<file path="config.mk">
export PLATFORM = sky130hd
export DESIGN_NAME = pedestrian_traffic_light_sequencer
export DESIGN_NICKNAME = d
export VERILOG_FILES = /design/src/hdl/ptls_pkg.sv /design/src/hdl/pedestrian_traffic_light_sequencer.sv
export SDC_FILE = /design/constraint.sdc
export NUM_CORES = 1
export LEC_CHECK = 0
export ABC_AREA = 1
export BUFFER_PORTS_ARGS = -buffer_cell sky130_fd_sc_hd__buf_2
export CORE_ASPECT_RATIO = 1.4
export CORE_MARGIN = 1.5
export CORE_UTILIZATION = 55
export CTS_BUF_LIST = sky130_fd_sc_hd__clkbuf_8
export CTS_CLUSTER_SIZE = 25
export DETAILED_ROUTE_END_ITERATION = 16
export PLACE_DENSITY = 0.83
export SETUP_SLACK_MARGIN = 0.5
export SYNTH_ARGS = -nofsm -noshare
export SYNTH_HDL_FRONTEND = slang
export SYNTH_SLANG_ARGS = --single-unit
</file>
<file path="constraint.sdc">
create_clock -name clk -period 3 [get_ports clk]
set_input_delay 0.3 -clock clk [delete_from_list [all_inputs] [get_ports clk]]
set_output_delay 0.3 -clock clk [all_outputs]
set_load 0.01 [all_outputs]
</file>
<file path="src/hdl/ptls_pkg.sv">
package ptls_pkg;

  localparam int CFG_INDEX_W = 2;
  localparam int CFG_DATA_W  = 8;

  // Configuration register indexes.
  localparam logic [CFG_INDEX_W-1:0] REG_RED_SECONDS    = 2'd0;
  localparam logic [CFG_INDEX_W-1:0] REG_GREEN_SECONDS  = 2'd1;
  localparam logic [CFG_INDEX_W-1:0] REG_YELLOW_SECONDS = 2'd2;
  localparam logic [CFG_INDEX_W-1:0] REG_COUNTDOWN_FROM = 2'd3;

  // Register reset values.
  localparam logic [7:0] RED_SECONDS_RESET    = 8'd10;
  localparam logic [7:0] GREEN_SECONDS_RESET  = 8'd10;
  localparam logic [7:0] YELLOW_SECONDS_RESET = 8'd3;
  localparam logic [7:0] COUNTDOWN_FROM_RESET = 8'd5;

  // Light codes.
  localparam logic [1:0] LIGHT_RED    = 2'd0;
  localparam logic [1:0] LIGHT_GREEN  = 2'd1;
  localparam logic [1:0] LIGHT_YELLOW = 2'd2;
  localparam logic [1:0] LIGHT_UNUSED = 2'd3;

  // Item kinds.
  localparam logic MODE_TICK  = 1'b0;
  localparam logic MODE_PRESS = 1'b1;

  // Button sides as carried on the input.
  localparam logic BUTTON_SIDE_ONE = 1'b0;

  // Side codes held in the request state.
  localparam logic [1:0] SIDE_NONE = 2'd0;
  localparam logic [1:0] SIDE_ONE  = 2'd1;
  localparam logic [1:0] SIDE_TWO  = 2'd2;

  typedef struct packed {
    logic mode;
    logic button_side;
  } in_item_t;

  typedef struct packed {
    logic [1:0] light;
    logic       red_lamp;
    logic       green_lamp;
    logic       buzzer;
    logic       countdown_show;
    logic [7:0] countdown_value;
    logic       announce_state;
    logic       announce_request;
  } out_item_t;

endpackage

</file>
<file path="src/hdl/pedestrian_traffic_light_sequencer.sv">
// Pedestrian traffic light sequencer. Each input item is either a one-second
// tick or a button press, and each one produces exactly one result item that
// shows the light, lamp drives, buzzer level, seconds left and display flags
// after that event. The light state is updated and the result is loaded into
// the output register on the edge that accepts the item, so a new item can be
// taken every cycle; the input is held off only while a result sits in the
// output register and the receiver is not taking it. Durations and the
// countdown threshold are written through the configuration port; the user must
// write them only while the block is idle, as the block itself does not enforce
// it. A new red duration applies from the next entry into red or press during red.
module pedestrian_traffic_light_sequencer (
  input  logic                                clk,
  input  logic                                rst,
  input  logic                                in_valid,
  output logic                                in_ready,
  input  ptls_pkg::in_item_t                  in_data,
  output logic                                out_valid,
  input  logic                                out_ready,
  output ptls_pkg::out_item_t                 out_data,
  input  logic                                cfg_we,
  input  logic [ptls_pkg::CFG_INDEX_W-1:0]    cfg_index,
  input  logic [ptls_pkg::CFG_DATA_W-1:0]     cfg_data
);

  logic [7:0] red_seconds;
  logic [7:0] green_seconds;
  logic [7:0] yellow_seconds;
  logic [7:0] countdown_from;

  logic [1:0] light_phase, light_phase_next;
  logic [7:0] seconds_left, seconds_left_next;
  logic [1:0] pending_side, pending_side_next;
  logic [1:0] red_started_by, red_started_by_next;
  logic       buzz_phase, buzz_phase_next;
  logic       buzzer_level, buzzer_level_next;

  ptls_pkg::out_item_t result_next;
  logic                in_fire;

  assign in_ready = !out_valid || out_ready;
  assign in_fire  = in_valid && in_ready;

  always_ff @(posedge clk) begin
    if (rst) begin
      red_seconds    <= ptls_pkg::RED_SECONDS_RESET;
      green_seconds  <= ptls_pkg::GREEN_SECONDS_RESET;
      yellow_seconds <= ptls_pkg::YELLOW_SECONDS_RESET;
      countdown_from <= ptls_pkg::COUNTDOWN_FROM_RESET;
    end else if (cfg_we) begin
      unique case (cfg_index)
        ptls_pkg::REG_RED_SECONDS:    red_seconds    <= cfg_data;
        ptls_pkg::REG_GREEN_SECONDS:  green_seconds  <= cfg_data;
        ptls_pkg::REG_YELLOW_SECONDS: yellow_seconds <= cfg_data;
        ptls_pkg::REG_COUNTDOWN_FROM: countdown_from <= cfg_data;
        default: ;
      endcase
    end
  end

  always_comb begin
    logic       is_red;
    logic [1:0] side_code;
    logic [7:0] sec_dec;
    logic [1:0] lt;
    logic       show;
    logic       ann_state;
    logic       ann_req;

    is_red    = (light_phase != ptls_pkg::LIGHT_GREEN) &&
                (light_phase != ptls_pkg::LIGHT_YELLOW);
    side_code = (in_data.button_side == ptls_pkg::BUTTON_SIDE_ONE) ?
                ptls_pkg::SIDE_ONE : ptls_pkg::SIDE_TWO;
    sec_dec   = (seconds_left == 8'd0) ? 8'd0 : seconds_left - 8'd1;

    light_phase_next    = light_phase;
    seconds_left_next   = seconds_left;
    pending_side_next   = pending_side;
    red_started_by_next = red_started_by;
    buzz_phase_next     = buzz_phase;
    buzzer_level_next   = buzzer_level;
    show                = 1'b0;
    ann_state           = 1'b0;
    ann_req             = 1'b0;

    if (in_data.mode == ptls_pkg::MODE_TICK) begin
      if (is_red) begin
        buzz_phase_next   = !buzz_phase;
        buzzer_level_next = !buzz_phase;
      end else begin
        buzzer_level_next = 1'b0;
      end
      seconds_left_next = sec_dec;
      // The countdown is only shown in a red phase that a pedestrian began.
      show = (red_started_by != ptls_pkg::SIDE_NONE) && is_red &&
             (sec_dec <= countdown_from) && (sec_dec != 8'd0);
      if (sec_dec == 8'd0) begin
        ann_state = 1'b1;
        if (light_phase == ptls_pkg::LIGHT_GREEN) begin
          light_phase_next  = ptls_pkg::LIGHT_YELLOW;
          seconds_left_next = yellow_seconds;
        end else if (light_phase == ptls_pkg::LIGHT_YELLOW) begin
          light_phase_next  = ptls_pkg::LIGHT_RED;
          seconds_left_next = red_seconds;
          if (pending_side != ptls_pkg::SIDE_NONE) begin
            red_started_by_next = pending_side;
          end
          pending_side_next = ptls_pkg::SIDE_NONE;
        end else begin
          light_phase_next    = ptls_pkg::LIGHT_GREEN;
          seconds_left_next   = green_seconds;
          red_started_by_next = ptls_pkg::SIDE_NONE;
          pending_side_next   = ptls_pkg::SIDE_NONE;
        end
      end
      // A waiting request cuts green short: the next tick moves to yellow.
      if (pending_side_next != ptls_pkg::SIDE_NONE &&
          light_phase_next == ptls_pkg::LIGHT_GREEN) begin
        seconds_left_next = 8'd0;
      end
    end else begin
      if (is_red) begin
        seconds_left_next   = red_seconds;
        red_started_by_next = side_code;
        ann_state           = 1'b1;
      end else begin
        if (pending_side == ptls_pkg::SIDE_NONE || side_code == ptls_pkg::SIDE_ONE) begin
          pending_side_next = side_code;
        end
        ann_req = 1'b1;
      end
    end

    lt = (light_phase_next == ptls_pkg::LIGHT_GREEN ||
          light_phase_next == ptls_pkg::LIGHT_YELLOW) ?
         light_phase_next : ptls_pkg::LIGHT_RED;

    result_next.light            = lt;
    result_next.red_lamp         = (lt != ptls_pkg::LIGHT_GREEN);
    result_next.green_lamp       = (lt != ptls_pkg::LIGHT_RED);
    result_next.buzzer           = buzzer_level_next;
    result_next.countdown_show   = show;
    result_next.countdown_value  = seconds_left_next;
    result_next.announce_state   = ann_state;
    result_next.announce_request = ann_req;
  end

  always_ff @(posedge clk) begin
    if (rst) begin
      light_phase    <= ptls_pkg::LIGHT_RED;
      seconds_left   <= ptls_pkg::RED_SECONDS_RESET;
      pending_side   <= ptls_pkg::SIDE_NONE;
      red_started_by <= ptls_pkg::SIDE_NONE;
      buzz_phase     <= 1'b0;
      buzzer_level   <= 1'b0;
    end else if (in_fire) begin
      light_phase    <= light_phase_next;
      seconds_left   <= seconds_left_next;
      pending_side   <= pending_side_next;
      red_started_by <= red_started_by_next;
      buzz_phase     <= buzz_phase_next;
      buzzer_level   <= buzzer_level_next;
    end
  end

  always_ff @(posedge clk) begin
    if (rst) begin
      out_valid <= 1'b0;
    end else if (in_fire) begin
      out_valid <= 1'b1;
    end else if (out_ready) begin
      out_valid <= 1'b0;
    end
  end

  always_ff @(posedge clk) begin
    if (in_fire) begin
      out_data <= result_next;
    end
  end

endmodule

</file>
==> flow_summary.json, run 1 <==
{
  "outcome": "finished, final reports clean",
  "ys_seq_elements": 65,
  "synthTopCellsByArea": "dfxtp_1 (29%), edfxtp_1 (14%), nand2_1 (9.9%)",
  "hold_path.class": "in2reg",
  "synth-compound-area-share": 0.154,
  "hold_viol_final": 0,
  "via_per_inst": 5.48,
  "grt_antenna_before_repair": 0,
  "chipHeight_um": 95.5,
  "grt_pass1_wl_um": 12800,
  "layout.nets": 519,
  "reg2reg_depth": 14,
  "dpl_cell_area_um2": 3570,
  "syn_to_final_growth_pct": 14.6,
  "dieArea_um2": 6590,
  "final-setup-viol-count": 0,
  "rsz0062_at_grt": "no",
  "io_buffers": 34,
  "cts_made_buffers": 9,
  "min_path_cells": 3,
  "grt_pass1_vias": 2825,
  "worst-path-max-fanout": 9,
  "synth_edf_count": 16,
  "final.setup_skew_ns": 0.00705,
  "antenna_cells": 0,
  "drtIter0Drc": 251,
  "syn_nets": 482,
  "rows": 33,
  "async_reset_ff_frac": 0,
  "wirelength_um": 7890,
  "irDropWorstVdd_v": 0.000375,
  "synth_top_family_by_area": "simple AND/OR/NAND/NOR gates",
  "ys_seq_area_frac": 0.435,
  "via_count": 3072,
  "wl_per_cell_um": 14.1,
  "clockBufferDepth": 2,
  "arrival_ns": 2.48,
  "cp-end-kind": "register",
  "multi_input_area_um2": 1670,
  "ant_nets": 0,
  "drt-pass1-iter-count": 5,
  "clk_latency_ns": 0.36,
  "max-cap-violations": 0,
  "clock_sinks": 65,
  "synth_warnings": 0,
  "globalplace.congestion": 0.970,
  "grtUsageTotal": 0.250,
  "min_period_over_period": 0.789,
  "synth_area_per_cell_um2": 7.46,
  "rrSetupSlack_ns": 0.63,
  "drc_errors": 0,
  "cts-root-buf": "clkbuf_8",
  "ioPinCount": 35,
  "worst_pin_slew_ns": 0.895,
  "r2r_start": "seconds_left[0]",
  "grt_max_degree": 35,
  "synth_area_um2": 3360,
  "max_slew_margin": 0.403,
  "power_leakage_nw": 1.86,
  "fin_crit_ns": 2.37,
  "core-area_um2": 5860,
  "power_density_nw_per_um2": 569,
  "path_clk_slew_ns": 0.07,
  "cts_tree": "done",
  "finalMaxSlewViolations": 0,
  "dieWidth_um": 69.0,
  "synth_top_area_frac": 0.292,
  "synthAdderAreaFrac": 0.0559,
  "grt-ovfl-total": 0,
  "min_from": "cfg_data[3]",
  "regArea_um2": 1460,
  "holdPathEnd": "green_seconds[3]",
  "start_util": 0.573,
  "yosysUniqueCellTypes": 32,
  "start_kind": "register",
  "synthCells": 450,
  "n_fill_cell": 484,
  "drive_gt1_frac": 0.187,
  "ys.flop_type": "dfxtp_1",
  "synth_simple_gate_area_share": 0.265,
  "clock.fmax_mhz": 422,
  "final_common_cell": "nand2_1",
  "fin_setup_tns_ns": 0,
  "dpl.hpwl_um": 5500,
  "synth_xor_area_frac": 0.00522,
  "cp.required_ns": 3.11,
  "r2r-end": "out_data[15]",
  "fin_area_um2": 3850,
  "yosys.area.top_type": "dfxtp_1",
  "cts.htree.levels": 3,
  "crit_type": "reg2reg",
  "synth_mux_area_frac": 0,
  "final_cell_mix": "nand2_1 (88), inv_1 (58), nor2_1 (54), dfxtp_1 (48), o21ai_0 (42)"
}
-- worst max-delay path, cell delays in order, from the launching register on --
cell and delay [ns]:
dfxtp_1 0.33, inv_4 0.11, ha_1 0.15, inv_1 0.06, nor2_4 0.14, nand2_4 0.10
nand3_2 0.13, nand2_1 0.11, nor2_4 0.11, nand3_4 0.14, o21ai_4 0.20, o21ai_0 0.10
nand2_1 0.16, inv_1 0.07, ha_1 0.20
-- Yosys cell counts (all sizes together), types with 3 or more instances --
master / instances
a21oi: 34
edfxtp: 16
ha: 15
clkbuf: 12
inv: 59
a22oi: 8
a211oi: 3
o21ai: 46
nor2: 59
dfxtp: 49
nand2: 106
nand3: 26
nor3: 4
-- how the worst max path moves through the flow --
| stage | from | end | depth (start not counted) |
|---|---|---|---|
| after floorplan | seconds_left[0] | out_data[12] | 13 |
| after global placement | seconds_left[0] | out_data[12] | 13 |
| final | seconds_left[0] | out_data[15] | 14 |
| after global routing | seconds_left[0] | out_data[10] | 16 |
| after CTS | seconds_left[1] | out_data[12] | 15 |
| after detailed placement | seconds_left[0] | out_data[12] | 14 |
-- per-layer routing --
layer | vias up | wire length [um] | share of wire | global-route usage
met5 | - | 0 | 0 | 0
met4 | 0 | 393 | 0.050 | 0.167
met3 | 39 | 413 | 0.052 | 0.0560
met2 | 111 | 3910 | 0.50 | 0.430
met1 | 1384 | 3170 | 0.40 | 0.278
li1 | 1538 | - | - | -
-- registers in the layout, summed over array words and instances, names as in the netlist --
| name | count |
|---|---|
| countdown_from | 8 |
| red_seconds | 8 |
| out_valid | 1 |
| light_phase | 2 |
| red_started_by | 2 |
| pending_side | 2 |
| seconds_left | 8 |
| green_seconds | 8 |
| yellow_seconds | 8 |
| buzzer_level | 1 |
| out_data | 16 |
| buzz_phase | 1 |
-- metrics by stage --
stage | util | cells | hold WS, ns | setup WS [ns] | power [mW]
after floorplan | - | 450 | 0.426 | 0.707 | 1.32
after global placement | 0.610 | 543 | 0.442 | 0.579 | 1.42
after detailed placement | 0.610 | 543 | 0.448 | 0.429 | 1.43
after CTS | 0.644 | 558 | 0.208 | 0.520 | 2.17
after global routing | 0.656 | 561 | 0.221 | 0.496 | 2.29
final | 0.656 | 561 | 0.216 | 0.632 | 2.19
-- report_power, final --
group          internal, mW  switching (mW)
sequential            0.969          0.0388
clock                 0.418           0.325
combinational         0.153           0.285
total                  1.54           0.649
-- cells by family after synthesis --
family / Yosys count
buf+inv: 74
fa+ha+maj: 15
flops: 65
xor+xnor: 2
simple gates: 199
compound gates: 95
-- final cells by class --
class                           count  share of cell area
Timing Repair Buffer               38              0.0520
Tap cell                           70              0.0228
Multi-Input combinational cell    312               0.434
Inverter                           61              0.0602
Clock inverter                      4              0.0114
Sequential cell                    65               0.380
Clock buffer                       11              0.0393
-- repair_timing --
item,in CTS,in global routing
cloned,0,1
endpoints found under the hold margin,0,0
endpoints found under the setup margin,2,5
hold buffers,0,0
gates resized for setup,3,14
pin swaps,0,3
buffers inserted,0,2
(Power assumes the default switching activity.)
==> run 2, diff against run 1 <==
Clock period 3 ns to 2.4 ns, I/O delays scaled along.
==> run 2 against run 1 <==
Effect of this change: worst setup slack worse by 0.47 ns; hold slack worse by 0.065 ns; critical path depth increased by 2; utilization up 3.2 points; die area is the same; first-iteration DRC count grew 9.2%; final cell count rose by 2.5%; design area grew 4.8%; critical endpoint is now out_data[10]; largest cell class unchanged; non-clock buffer count grew 14.
==> flow_summary.json, run 2 (synthesis gave the netlist of run 1 again) <==
{
  "swShare": 0.302,
  "largest_reg_flops": 16,
  "clock.fmax_mhz": 447,
  "final-setup-viol-count": 0,
  "clockBufferDepth": 2,
  "final.setup_skew_ns": 0.0155,
  "use_met2": 0.472,
  "worst_pin_slew_ns": 0.840,
  "seqPwrFrac": 0.454,
  "max-cap-violations": 0,
  "io_buffers": 34,
  "dpl.hpwl_um": 5840,
  "switchingPower_mw": 0.836,
  "hold_viol_final": 0,
  "worst_slack_ns": 0.164,
  "power_frac_comb": 0.221,
  "fin_crit_ns": 2.24,
  "regArea_um2": 1470,
  "cts_made_buffers": 9,
  "cp.required_ns": 2.52,
  "wl_per_cell_um": 14.5,
  "dieArea_um2": 6590,
  "power_density_nw_per_um2": 687,
  "p_clk_frac": 0.325,
  "cts_tree": "done",
  "dp_slack_ns": 0.165,
  "final_cell_mix": "nand2_1 (87), inv_1 (54), nor2_1 (52), dfxtp_1 (45), o21ai_0 (40)",
  "ioPinCount": 35,
  "wirelength_um": 8330,
  "worst-path-max-fanout": 5,
  "drc_errors": 0,
  "grt_pass1_wl_um": 13300,
  "rsz0062_at_grt": "yes",
  "irDropWorstVdd_v": 0.000441,
  "grt_util_met3": 0.0603,
  "globalplace.congestion": 0.934,
  "start_kind": "register",
  "grt_pass1_vias": 2968,
  "dpl_cell_area_um2": 3700,
  "chipHeight_um": 95.5,
  "power_leakage_nw": 1.92,
  "cts.htree.levels": 3,
  "clk_latency_ns": 0.36,
  "drive_gt1_frac": 0.234,
  "met1_usage": 0.280,
  "cts-root-buf": "clkbuf_8",
  "reg2reg_depth": 16,
  "finalMaxSlewViolations": 0,
  "place_inst": 549,
  "min_period_over_period": 0.932,
  "hold_path.class": "in2reg",
  "multi_input_area_um2": 1740,
  "rows": 33,
  "clock_sinks": 65,
  "via_count": 3197,
  "grt_antenna_before_repair": 0,
  "fin_area_um2": 4030,
  "drt-pass1-iter-count": 5,
  "regMostFlops": "out_data",
  "min_path_cells": 3,
  "arrival_ns": 2.36,
  "start_util": 0.573,
  "grt_max_degree": 34,
  "dieWidth_um": 69.0,
  "fin_cells": 575,
  "p_int_mw": 1.93,
  "n_fill_cell": 514,
  "grtUsageTotal": 0.260,
  "antenna_cells": 0,
  "layout.nets": 533,
  "path_clk_slew_ns": 0.08,
  "grt-ovfl-total": 0,
  "max_slew_margin": 0.439,
  "ant_nets": 0,
  "final_common_cell": "nand2_1",
  "fin_setup_tns_ns": 0,
  "outcome": "finished, final reports clean",
  "core-area_um2": 5860,
  "busiest_layer": "met2",
  "via_per_inst": 5.56,
  "cp-end-kind": "register",
  "hold_ws_ns": 0.151,
  "drtIter0Drc": 274,
  "syn_to_final_growth_pct": 20.1,
  "crit_type": "reg2reg"
}
## run 2: per-stage QoR
| step | utilization | total power, mW |
|---|---|---|
| 3_5_place_dp | 0.631 | 1.84 |
| 5_1_grt | 0.688 | 2.90 |
| 6_report | 0.688 | 2.77 |
| 4_1_cts | 0.670 | 2.73 |
| 2_1_floorplan | - | 1.67 |
| 3_3_place_gp | 0.631 | 1.82 |
## run 2: power groups by stage
stage	Combinational, mW	Sequential [mW]	Clock, mW
4_1_cts	0.572	1.26	0.901
3_5_place_dp	0.557	1.28	0
5_1_grt	0.675	1.27	0.954
6_report	0.612	1.26	0.900
2_1_floorplan	0.383	1.29	0
3_3_place_gp	0.540	1.28	0
## run 2: final timing paths
path | start | end | slack [ns]
worst min register to register | yellow_seconds[0] | yellow_seconds[0] | 0.46
worst max register to register | seconds_left[1] | out_data[10] | 0.16
worst min-delay path | cfg_data[1] | green_seconds[1] | 0.15
worst max-delay path | seconds_left[1] | out_data[10] | 0.16
## run 2: critical path: stages (launching register included)
cell	delay [ns]
dfxtp_2	0.34
inv_2	0.09
ha_4	0.13
inv_2	0.04
nor2_4	0.13
nand2_4	0.11
inv_2	0.08
nor2_1	0.04
ha_1	0.26
inv_1	0.05
nor2_1	0.08
nor2_1	0.05
o21ai_1	0.11
a21oi_1	0.08
o211ai_1	0.17
o41ai_1	0.10
and3_1	0.14
## run 2: final cells by class
type / count / share of cell area
timing repair buffer: 52 / 0.0788
tap: 70 / 0.0217
sequential: 65 / 0.364
clock buffer: 10 / 0.0341
inverter: 61 / 0.0589
multi-input combinational: 312 / 0.431
clock inverter: 5 / 0.0121
## run 2: layer usage
metal / vias to the layer above / part of all wire
met2: 139 / 0.51
met5: - / 0
met3: 30 / 0.065
li1: 1579 / -
met4: 0 / 0.036
met1: 1449 / 0.39
## run 2: timing repair
| action | in CTS | in global routing |
|---|---|---|
| endpoints found under the setup margin | 24 | 28 |
| cloned | 1 | 0 |
| pin swaps | 2 | 6 |
| buffers inserted | 4 | 6 |
| resized for setup | 3 | 13 |
| hold buffers | 0 | 0 |
